File: src/design/bankers_deadlock_avoidance_assert.svh
// assertion macros
`ifndef BANKERS_DEADLOCK_AVOIDANCE_ASSERT_SVH
`define BANKERS_DEADLOCK_AVOIDANCE_ASSERT_SVH
`ifndef SYNTH
`define BDA_ASSERT_IMP(lbl, ante, cons) lbl: assert property (@(posedge clk) \
  disable iff (!rst_n) (ante) |-> (cons)) else $error("bda check failed");
`define BDA_ASSERT_NXT(lbl, ante, cons) lbl: assert property (@(posedge clk) \
  disable iff (!rst_n) (ante) |=> (cons)) else $error("bda check failed");
`else
`define BDA_ASSERT_IMP(lbl, ante, cons)
`define BDA_ASSERT_NXT(lbl, ante, cons)
`endif
`endif

File: src/design/bda_pkg.sv
`default_nettype none
package bda_pkg;

  localparam logic [1:0] FN_AVAIL  = 2'd0;
  localparam logic [1:0] FN_CLAIM  = 2'd1;
  localparam logic [1:0] FN_REQ    = 2'd2;
  localparam logic [1:0] FN_FINISH = 2'd3;

  localparam logic [1:0] RS_GRANTED  = 2'd0;
  localparam logic [1:0] RS_NO_AVAIL = 2'd1;
  localparam logic [1:0] RS_NO_NEED  = 2'd2;
  localparam logic [1:0] RS_UNSAFE   = 2'd3;

  localparam logic CFG_REQ_COUNT = 1'b0;
  localparam logic CFG_RES_COUNT = 1'b1;

  typedef enum logic [3:0] {
    S_CLR, S_IDLE, S_FIN, S_CHK, S_APPLY, S_SCAN, S_FIT, S_GIVE, S_UNDO, S_ZERO, S_OUT
  } state_t;

  typedef enum logic [2:0] {
    OP_FINISH, OP_CHECK, OP_APPLY, OP_UNDO, OP_ZERO, OP_FIT, OP_GIVE
  } op_t;

  typedef struct packed {
    logic clr_step;
    logic wr_avail;
    logic wr_claim;
    logic wr_req;
    logic set_fin;
    logic sw_start;
    op_t  sw_op;
    logic res_init;
    logic res_bad;
    logic res_unsafe;
    logic work_init;
    logic i_clr;
    logic i_inc;
    logic mark_visit;
    logic out_load;
  } cmd_t;

  typedef struct packed {
    logic clr_done;
    logic r_ok;
    logic sw_done;
    logic st_ok;
    logic fits;
    logic i_end;
    logic skip_i;
    logic progress;
    logic safe;
    logic out_free;
  } sts_t;

endpackage
`default_nettype wire

File: src/design/bda_ctrl.sv
`default_nettype none
module bda_ctrl (
  input  wire logic          clk,
  input  wire logic          rst_n,
  input  wire logic          in_valid,
  input  wire logic [1:0]    in_func,
  input  wire logic          in_last,
  input  wire bda_pkg::sts_t sts,
  output bda_pkg::cmd_t      cmd,
  output logic               in_ready
);
  bda_pkg::state_t state_r, state_nxt;
  logic acc;

  assign in_ready = (state_r == bda_pkg::S_IDLE);
  assign acc      = in_valid && in_ready;

  always_ff @(posedge clk) begin
    if (!rst_n) begin
      state_r <= bda_pkg::S_CLR;
    end else begin
      state_r <= state_nxt;
    end
  end

  always_comb begin
    cmd       = '0;
    state_nxt = state_r;
    case (state_r)
      bda_pkg::S_CLR: begin
        if (sts.clr_done) begin
          state_nxt = bda_pkg::S_IDLE;
        end else begin
          cmd.clr_step = 1'b1;
        end
      end
      bda_pkg::S_IDLE: begin
        if (acc) begin
          case (in_func)
            bda_pkg::FN_AVAIL: cmd.wr_avail = 1'b1;
            bda_pkg::FN_CLAIM: cmd.wr_claim = 1'b1;
            bda_pkg::FN_FINISH: begin
              if (sts.r_ok) begin
                cmd.set_fin  = 1'b1;
                cmd.sw_start = 1'b1;
                cmd.sw_op    = bda_pkg::OP_FINISH;
                state_nxt    = bda_pkg::S_FIN;
              end
            end
            bda_pkg::FN_REQ: begin
              cmd.wr_req = 1'b1;
              if (in_last) begin
                if (sts.r_ok) begin
                  cmd.res_init = 1'b1;
                  cmd.sw_start = 1'b1;
                  cmd.sw_op    = bda_pkg::OP_CHECK;
                  state_nxt    = bda_pkg::S_CHK;
                end else begin
                  cmd.res_bad = 1'b1;
                  state_nxt   = bda_pkg::S_OUT;
                end
              end
            end
            default: ;
          endcase
        end
      end
      bda_pkg::S_FIN: begin
        if (sts.sw_done) state_nxt = bda_pkg::S_IDLE;
      end
      bda_pkg::S_CHK: begin
        if (sts.sw_done) begin
          cmd.sw_start = 1'b1;
          if (sts.st_ok) begin
            cmd.sw_op = bda_pkg::OP_APPLY;
            state_nxt = bda_pkg::S_APPLY;
          end else begin
            cmd.sw_op = bda_pkg::OP_ZERO;
            state_nxt = bda_pkg::S_ZERO;
          end
        end
      end
      bda_pkg::S_APPLY: begin
        if (sts.sw_done) begin
          cmd.work_init = 1'b1;
          state_nxt     = bda_pkg::S_SCAN;
        end
      end
      bda_pkg::S_SCAN: begin
        if (sts.i_end) begin
          if (sts.progress) begin
            cmd.i_clr = 1'b1;
          end else if (sts.safe) begin
            cmd.sw_start = 1'b1;
            cmd.sw_op    = bda_pkg::OP_ZERO;
            state_nxt    = bda_pkg::S_ZERO;
          end else begin
            cmd.res_unsafe = 1'b1;
            cmd.sw_start   = 1'b1;
            cmd.sw_op      = bda_pkg::OP_UNDO;
            state_nxt      = bda_pkg::S_UNDO;
          end
        end else if (sts.skip_i) begin
          cmd.i_inc = 1'b1;
        end else begin
          cmd.sw_start = 1'b1;
          cmd.sw_op    = bda_pkg::OP_FIT;
          state_nxt    = bda_pkg::S_FIT;
        end
      end
      bda_pkg::S_FIT: begin
        if (sts.sw_done) begin
          if (sts.fits) begin
            cmd.mark_visit = 1'b1;
            cmd.sw_start   = 1'b1;
            cmd.sw_op      = bda_pkg::OP_GIVE;
            state_nxt      = bda_pkg::S_GIVE;
          end else begin
            cmd.i_inc = 1'b1;
            state_nxt = bda_pkg::S_SCAN;
          end
        end
      end
      bda_pkg::S_GIVE: begin
        if (sts.sw_done) begin
          cmd.i_inc = 1'b1;
          state_nxt = bda_pkg::S_SCAN;
        end
      end
      bda_pkg::S_UNDO: begin
        if (sts.sw_done) begin
          cmd.sw_start = 1'b1;
          cmd.sw_op    = bda_pkg::OP_ZERO;
          state_nxt    = bda_pkg::S_ZERO;
        end
      end
      bda_pkg::S_ZERO: begin
        if (sts.sw_done) state_nxt = bda_pkg::S_OUT;
      end
      bda_pkg::S_OUT: begin
        if (sts.out_free) begin
          cmd.out_load = 1'b1;
          state_nxt    = bda_pkg::S_IDLE;
        end
      end
      default: state_nxt = bda_pkg::S_IDLE;
    endcase
  end
endmodule
`default_nettype wire

File: config.mk
export PLATFORM = sky130hd
export DESIGN_NAME = bda_ctrl
export DESIGN_NICKNAME = d
export VERILOG_FILES = /design/src/design/bankers_deadlock_avoidance_assert.svh /design/src/design/bda_pkg.sv /design/src/design/bda_ctrl.sv
export SDC_FILE = /design/constraint.sdc
export NUM_CORES = 1
export LEC_CHECK = 0
export ABC_AREA = 1
export BUFFER_PORTS_ARGS = -buffer_cell sky130_fd_sc_hd__buf_4
export CORE_ASPECT_RATIO = 0.9
export CORE_UTILIZATION = 40
export DETAILED_ROUTE_END_ITERATION = 7
export PLACE_DENSITY = 0.67
export SLEW_MARGIN = 25
export SYNTH_ARGS = -nofsm -noshare
export SYNTH_HDL_FRONTEND = slang
export SYNTH_SLANG_ARGS = --single-unit
File: constraint.sdc
create_clock -name clk -period 1.5 [get_ports clk]
set_clock_uncertainty 0.05 [all_clocks]
set_input_delay 0.075 -clock clk [delete_from_list [all_inputs] [get_ports clk]]
set_output_delay 0.075 -clock clk [all_outputs]
set_load 0.02 [all_outputs]
# After elaboration in Yosys (flattened, before gate mapping)
# Cells that the tools add are included.
# op_classes
n_mux,63
eq_ne,27
n_reduce_logical,5
# ops
op,count
4-bit two-way mux,24
4-bit one-hot mux with 10 select lines,1
1-bit two-way mux,24
4-bit one-hot mux with 5 select lines,1
"4-bit by 3-bit equality test with 1-bit output, second input constant",4
4-bit one-hot mux with 2 select lines,2
"2-bit != test, second input constant",7
14-bit AND reduction,1
"4-bit equality test, second input constant",3
"3-bit != test, second input constant",4
10-bit two-way mux,1
5-bit two-way mux,2
"4-bit by 2-bit equality test with 1-bit output, second input constant",2
2-bit two-way mux,4
3-bit two-way mux,2
6-bit two-way mux,1
"2-bit equality test, second input constant",2
"4-bit by 1-bit equality test with 1-bit output, second input constant",1
4-bit zero test,1
"2-bit by 1-bit != test with 1-bit output, second input constant",2
"3-bit by 1-bit != test with 1-bit output, second input constant",1
1-bit one-hot mux with 3 select lines,1
"2-bit by 1-bit equality test with 1-bit output, second input constant",1
2-bit zero test,1
other kinds (2),2
# word_totals
register_bits,4
inputBits,16
out_inout_bits,18
word_cells,96

# Logic depth before layout (Yosys ltp)
# Gate-level depths: netlist of run 1.
# logic_depth
word_depth,5
ltp_mapped,10
depth_no_buf,9

# Worst setup path before layout of run 1
# No wires, ideal clock.
# synth_path
kind,reg2out
from,reg state_r[2]
to,out cmd[12] (netlist name)
n_path_buf,0
required_time_ps,1375
arrival_time_ps,1605
path_stages_with_launch,6
path_slack_ps,-230
cell_sequence,dfxtp_1 > nor2_2 > nand2_1 > inv_1 > nand2_1 > nor4_1
# synth_lines
item,line,rtl
start: declaration,bda_ctrl.sv:12,"bda_pkg::state_t state_r, state_nxt;"
start signal: assignment,bda_ctrl.sv:20,state_r <= bda_pkg::S_CLR;
start signal: assignment,bda_ctrl.sv:22,state_r <= state_nxt;
end: declaration,bda_ctrl.sv:9,"output bda_pkg::cmd_t cmd,"

==> summary by stage, run 1 <==
Finish
Relative to the synthesized area, the layout overhead comes to 82.3%. In the final layout, the share of cells above drive strength 1 is 0.538. In the final layout, the registers with the most flip-flops are state_r (4). The number of diodes is 0. The filler cells instantiated in the layout total 134. state_r holds more flip-flops than any other register. The most frequent standard cell in the layout excluding fill and tap cells is buf_4.

The library cells used most frequently in the layout, excluding fill and tap cells, are buf_4 (44), nand2_1 (23), inv_1 (21). Once layout is done, the placed cells without fillers occupy 0.00132 mm^2. The flip-flop count of the largest register, all copies and words added is 4. The final net count is 202.

Clock tree
The root buffer cell is clkbuf_4. TritonCTS built the clock tree. The maximum level of the CTS H-tree is 1. Counting every sink on the clock net gives 4.

Clock tree synthesis inserted a total of 3 buffers. Clock-pin slew was measured on the worst setup and hold paths at 0.04 ns. The buffer depth of the longest clock path is 2. The source-to-sink clock delay at the later pin of the worst-skew pair is 0.23 ns.

Setup path
For this run, the slowest stage of the critical path takes 0.39 ns. Tracing the worst setup path back leads to its startpoint at state_r[2]. The data required time at the worst endpoint is 1.37 ns. The kind of end point of the critical path is an output pin.

The critical path buffer and inverter count is 4. STA puts the critical path data arrival time at 1.44 ns. The worst flop-to-flop path startpoint is state_r[0]. The worst setup path is launched from a flop. The critical path's top delay family is buffers and inverters. The setup path with the least slack is of type flop to output pin. The signal on the critical path passes through inv_4, nor2_4, buf_4, nand3_1, inv_1, a21oi_1, nand2_1, buf_6. The largest fanout of any net on the critical path is 5. The cell with the largest stage delay on the worst path is dfxtp_4.

Outcome
The flow ran to the end, but the final reports show violations. The checks that failed: negative setup slack.

Power and ir drop
The internal portion of the total power is 861 uW. The power per cell area is 1350 mW/mm^2. The analysis attributes to cell leakage a power of 0.000697 uW. Across the VDD grid, the largest voltage drop is 1.10 mV. Of the total power, the share spent switching nets is 0.514. The share of total power dissipated in combinational logic is 0.798. The power share of the sequential group is 0.128. The total net switching power is 910 uW. The share of total power dissipated in the clock network is 0.074.

Synthesis
In the synthesized netlist, the number of instances is 132. After synthesis, the largest family of logic cells by area is simple AND/OR/NAND/NOR gates. Of the total synthesized cell area, the portion taken by AND, OR, NAND and NOR gates is 0.627. The post-synthesis compound-gate area fraction was 0.111. After synthesis the netlist holds a flip-flop and latch count of 4. The share of synthesized area spent on multiplexers is 0. The post-synthesis sequential area ratio is 0.111. After synthesis, the mean cell area works out to 5.47 um^2. The post-synth design cell area is 722 um^2. The Yosys step of the flow raised 0 warnings.

Synthesis instantiated 21 different standard cells from the library. The synthesized net count is 148. Of the total synthesized cell area, the portion taken by full adders, half adders and majority gates is 0.

Of the total synthesized cell area, the portion taken by XOR and XNOR cells is 0.

Routing
Dividing the detail-routed via count by the number of cells gives 5.13. After the first detailed-routing iteration, the DRC count stood at 33. The wire length per cell after detailed routing is 12.2 um. The pre-antenna-repair detailed-routing pass consisted of 4 iterations. The routed layout has 1068 vias. The aggregate routed wire length is 2540 um. In this run the remaining antenna-violating nets after routing total 0. The post-detailed-route DRC marker count is 0.

Timing
Setup slack on the critical path of the routed design comes to -0.0681 ns. Final hold analysis gives a worst-case slack of 0.0381 ns. At the pin with the least slew margin, the transition time is 0.276 ns.

The max-slew violation count is 0. The normalized max-slew margin is 0.815. In the finished design, the share of the clock period the worst path needs comes to 1.05. Adding up every negative setup slack in the final design gives -0.415 ns. Setup repair after global routing could not meet its margin everywhere. The highest clock frequency the design can meet is 0.638 GHz. For the finished layout, the period the worst path requires is 1.57 ns. Setup violations remaining at the end of the flow were counted as 11. The number of hold violations in the final report is 0.

Run
The tool flagged a number of max-cap violations equal to 0.

Global routing
The met1 track demand over resource in global routing is 0.349. The busiest layer in global routing is met2. The pin count of the biggest net entering global routing is 8. For this run, global-route usage on met3 was measured as 0.0216. The initial antenna violation count is 0. After global routing the overflow that remains totals 0. The first global-routing pass estimated 3700 um of wire.

The via count of the first global-routing pass is 881. In the global route stage, overall resource usage came out at 0.252. For met2 alone, demand over resource in global routing was 0.411.

Min path
The min-delay analysis places its worst path in the category input pin to flop. The worst hold path begins at rst_n.

Placement
The number of I/O port buffers is 33. The placed instance area is 0.00106 mm^2. The final weighted congestion of routability-driven global placement is 0.874. Detailed placement ended at an HPWL of 1780 um.

Die
The core outline area is 0.00168 mm^2. The initialized floorplan defines 14 standard-cell rows. The die height is 42.3 um. From left edge to right edge, the die measures 46.8 um. The initial utilization of the core area, before any placement, comes to 0.429.

The full die area is 0.00198 mm^2. For this design the top-level I/O count stands at 34.
path summary, 6_finish.rpt:
check,endpoint,slack (ns),cells after the start
worst max register to register,state_r[0],-0.05,10
worst min register to register,state_r[2],0.55,4
worst max-delay path,cmd[8],-0.07,8
worst min-delay path,state_r[2],0.04,3
Yosys cell counts:
cell type / instances / area (um^2)
a21oi_1: 7 / 35.0
o21ai_0: 5 / 25.0
nand2_2: 2 / 12.5
inv_1: 24 / 90.1
nand3_4: 1 / 17.5
nand3b_1: 2 / 15.0
nand4_1: 3 / 18.8
nor4_4: 1 / 21.3
nor2_2: 7 / 43.8
nor3_1: 4 / 20.0
nor2_1: 21 / 78.8
nand2_1: 29 / 109
nor4_1: 3 / 18.8
o21ai_1: 1 / 5.00
dfxtp_1: 4 / 80.1
buf_6: 1 / 11.3
inv_2: 2 / 7.51
nand3_2: 4 / 40.0
nand3_1: 7 / 35.0
o211ai_1: 2 / 15.0
nor2_4: 2 / 22.5
kinds of logic (layout without fill, tap and decap cells):
logic type / Yosys count / in the layout
and+or+nand+nor: 86 / 86
DFF: 4 / 4
buffers and inverters: 27 / 79
AOI/OAI and AO/OA: 15 / 15
worst reg2reg max path, stage by stage (launching register included):
cell     delay, ns
dfxtp_4       0.35
inv_2         0.09
nor2_4        0.04
buf_6         0.12
buf_4         0.13
nand3_2       0.06
nand2_1       0.08
nor2_4        0.20
nand3_4       0.15
nor2_4        0.14
nor2_2        0.04
layer usage:
| layer | share of wire | vias up | wire (um) |
|---|---|---|---|
| li1 | - | 533 | - |
| met1 | 0.45 | 491 | 1150 |
| met2 | 0.48 | 40 | 1220 |
| met3 | 0.054 | 4 | 136 |
| met4 | 0.014 | 0 | 35 |
| met5 | 0 | - | 0 |
layout make-up:
| class | instances | area [um^2] | area share |
|---|---|---|---|
| clock buffers | 3 | 22.5 | 0.0171 |
| inverters | 26 | 100 | 0.0760 |
| multi-input cells | 101 | 667 | 0.507 |
| flip-flops and latches | 4 | 90.1 | 0.0684 |
| well taps | 24 | 30.0 | 0.0228 |
| repair buffers | 50 | 407 | 0.309 |
through the flow:
stage / std cells / utilization / total power, uW / worst slack (ns)
4_1_cts: 206 / 0.745 / 1630 / -0.0408
5_1_grt: 208 / 0.783 / 1900 / -0.153
2_1_floorplan: 132 / - / 917 / -0.0821
3_5_place_dp: 195 / 0.629 / 1230 / 0.0437
3_3_place_gp: 195 / 0.629 / 1220 / 0.0547
6_report: 208 / 0.783 / 1770 / -0.0681
power by group through the flow:
stage / clock network [uW] / registers [uW] / logic, uW
final: 131 / 227 / 1410
after global routing: 142 / 232 / 1520
after CTS: 136 / 222 / 1280
after detailed placement: 0 / 201 / 1020
after global placement: 0 / 197 / 1020
after floorplan: 0 / 197 / 721
repair_timing:
| action | 4_1_cts | 5_1_grt |
|---|---|---|
| pin swaps | 4 | 7 |
| buffers inserted | 8 | 2 |
| resized for setup | 29 | 12 |
| hold buffers | 0 | 0 |
| endpoints found under the setup margin | 13 | 16 |
No activity file was read; power rests on OpenSTA's default activity.
==> inputs of run 2 (changes only) <==
- SKIP_LAST_GASP: not set -> 1
- clock period: 1.5 -> 1.65 ns (I/O delays scaled with it)
==> summary by stage, run 2 (synthesis gave the netlist of run 1 again) <==
Outcome
The run finished with clean final reports.

Die
The standard-cell row count came to 14 (unchanged). The full die area came to 0.00198 mm^2 (unchanged). The core outline area is 0.00168 mm^2 (unchanged). The initial core utilization is 0.429 (unchanged). The die height is 42.3 um (unchanged). The chip width came to 46.8 um (unchanged). The number of ports placed on the die boundary was 34 (unchanged).

Routing
The number of detailed-route iterations in the first pass was 4 (unchanged). The first-iteration detailed-routing DRC count came to 32 (-3.0%). The residual antenna-violating net count after detailed routing is 0 (unchanged). The total vias in the final route is 1004 (-6.0%).

The wire length per cell after detailed routing is 11.8 um (-2.9%). The post-detailed-route DRC marker count came to 0 (unchanged). The aggregate routed wire length was 2430 um (-4.3%).

The detail-routed via count per cell is 4.90 (-4.6%).

Placement
The number of I/O port buffers is 33 (unchanged). The detailed placement HPWL is 1730 um (-2.8%). The post-place setup slack is 0.141 ns (+0.0978 ns).

The final weighted congestion of routability-driven global placement is 0.864 (-1.1%). The placed instance count came to 190 (-2.6%).

Timing
The number of hold violations in the final report is 0 (unchanged). The clock period minus worst slack is 1.60 ns. The setup slack of the critical path after layout is 0.0464 ns (+0.115 ns). The final hold slack is 0.0532 ns (+0.0151 ns). The max-slew violation count is 0 (unchanged). The final setup violation count came to 0 (-11).

Static timing analysis puts the maximum clock frequency at 0.624 GHz. Of the available clock period, the critical path in the final layout requires 0.972. Setup repair after global routing could not meet its margin everywhere. The slew of the pin with the lowest slew margin is 0.293 ns (+0.0170 ns).

The normalized max-slew margin is 0.803 (-0.0114).

Clock tree
The maximum level of the CTS H-tree came to 1 (unchanged). The source-to-sink clock delay at the later pin of the worst-skew pair is 0.23 ns (about the same). The number of sinks driven by the clock tree is 4 (unchanged).

The total CTS buffers is 3 (unchanged). The total of hold buffers inserted after clock tree synthesis is 0 (unchanged). The tree is rooted in a clkbuf_4. The clock-pin slew of the registers on the worst-case setup and hold paths was 0.04 ns (about the same). The CTS tree is done. The buffer depth of the longest clock path was 2 (unchanged).

Finish
The count of placed standard cells in the final layout, fillers left out was 205 (-1.4%). In the final layout, the registers with the most flip-flops are state_r (4). The top cell types in the final layout, fill and taps aside, are buf_4 (44), nand2_1 (27), inv_1 (21).

Leaving out fill and tap cells, the most frequent cell in the layout is buf_4. The register with the highest flop count is state_r. The post-route core utilization is 0.727 (-0.0558). The relative area change from synthesis to final layout is 69.3%. The flip-flop count of the largest register, all copies and words added is 4 (unchanged). The number of diodes was 0 (unchanged). The footprint of the multi-input gates is 616 um^2 (-7.7%). The area taken by flip-flops and latches is 90.1 um^2 (unchanged). The filler cell count is 148 (+10%). The final net count is 199 (-1.5%).

The fraction of layout instances using a drive strength above 1 came to 0.481 (-0.0574).

Setup path
The critical path class is flop to output pin. The data required time at the worst endpoint is 1.52 ns (+0.15 ns). The worst setup path is captured at an output pin.

The critical path data arrival time came to 1.47 ns (+0.03 ns). The largest fanout of any net on the critical path is 4 (-1). The worst setup path is launched from a flop.

Global routing
The pin count of the biggest net entering global routing is 8 (unchanged). The aggregate global-route resource usage is 0.245 (-0.00743). The initial antenna violation count is 0 (unchanged). The via count of the first global-routing pass is 863 (-2.0%). The global-route congestion overflow total came to 0 (unchanged). The first-pass GRT wire length is 3590 um (-2.8%).

Power and ir drop
The leakage component of the power is 0.000679 uW (-2.7%). The power per cell area is 1200 mW/mm^2 (-11%). The maximum VDD drop is 0.933 mV (-15%).

Run
The count of max-cap constraint violations is 0 (unchanged).

Min path
The min-delay analysis places its worst path in the category input pin to flop.
run 2: cell count changes in the layout (fill, tap and decap cells not counted), moves of 2 or more:
| cell | delta |
|---|---|
| nand2_2 | -5 |
| nand2_1 | +4 |
| nor2_4 | -3 |
| buf_6 | -2 |
| nor2_2 | +2 |
| nor3_1 | +2 |
| nor3_2 | -2 |
run 2: power breakdown:
part | internal, uW | switching, uW | total, uW | leakage [uW]
logic | 486 | 667 | 1150 | 0.000630
registers | 145 | 50.9 | 196 | 0.0000350
clock network | 81.4 | 40.1 | 121 | 0.0000138
total | 712 | 758 | 1470 | 0.000679
run 2: path summary, 6_finish.rpt:
check                    end  cells after the start  slack (ns)  startpoint
setup / recovery      cmd[2]                      8        0.05  state_r[2]
hold / removal    state_r[2]                      3        0.05       rst_n
setup reg to reg  state_r[0]                     11        0.15  state_r[0]
hold reg to reg   state_r[0]                      5        0.62  state_r[0]
run 2: layer usage:
metal | vias to the layer above | routed length [um] | global-route usage | part of all wire
met5 | - | 0 | 0 | 0
met4 | 0 | 13 | 0.0800 | 0.0054
met3 | 2 | 106 | 0.0302 | 0.044
met2 | 29 | 1170 | 0.378 | 0.48
met1 | 451 | 1140 | 0.345 | 0.47
li1 | 522 | - | - | -
run 2: repair_timing:
action,CTS,global route
endpoints found under the setup margin,8,9
pin swaps,3,7
setup buffers,7,6
resized for setup,14,18
run 2: cell type report:
type / instances / area share
Sequential cell: 4 / 0.0737
Tap cell: 24 / 0.0246
Timing Repair Buffer: 47 / 0.298
Multi-Input combinational cell: 101 / 0.504
Inverter: 26 / 0.0819
Clock buffer: 3 / 0.0184
run 2: critical path, cell delays in order (launching register included):
cell     delay (ns)
dfxtp_4        0.37
inv_4          0.04
nor2_4         0.18
buf_4          0.17
nand2_1        0.05
nor2_1         0.08
a21oi_1        0.04
o21ai_0        0.14
buf_4          0.16
run 2: metrics by stage:
stage | power (uW) | cell area [um^2] | TNS [ns]
finish | 1470 | 1220 | 0
global route | 1590 | 1220 | -0.112
CTS | 1330 | 1120 | -0.00495
detailed placement | 1070 | 1010 | 0
global placement | 1060 | 1010 | 0
floorplan | 828 | 728 | 0
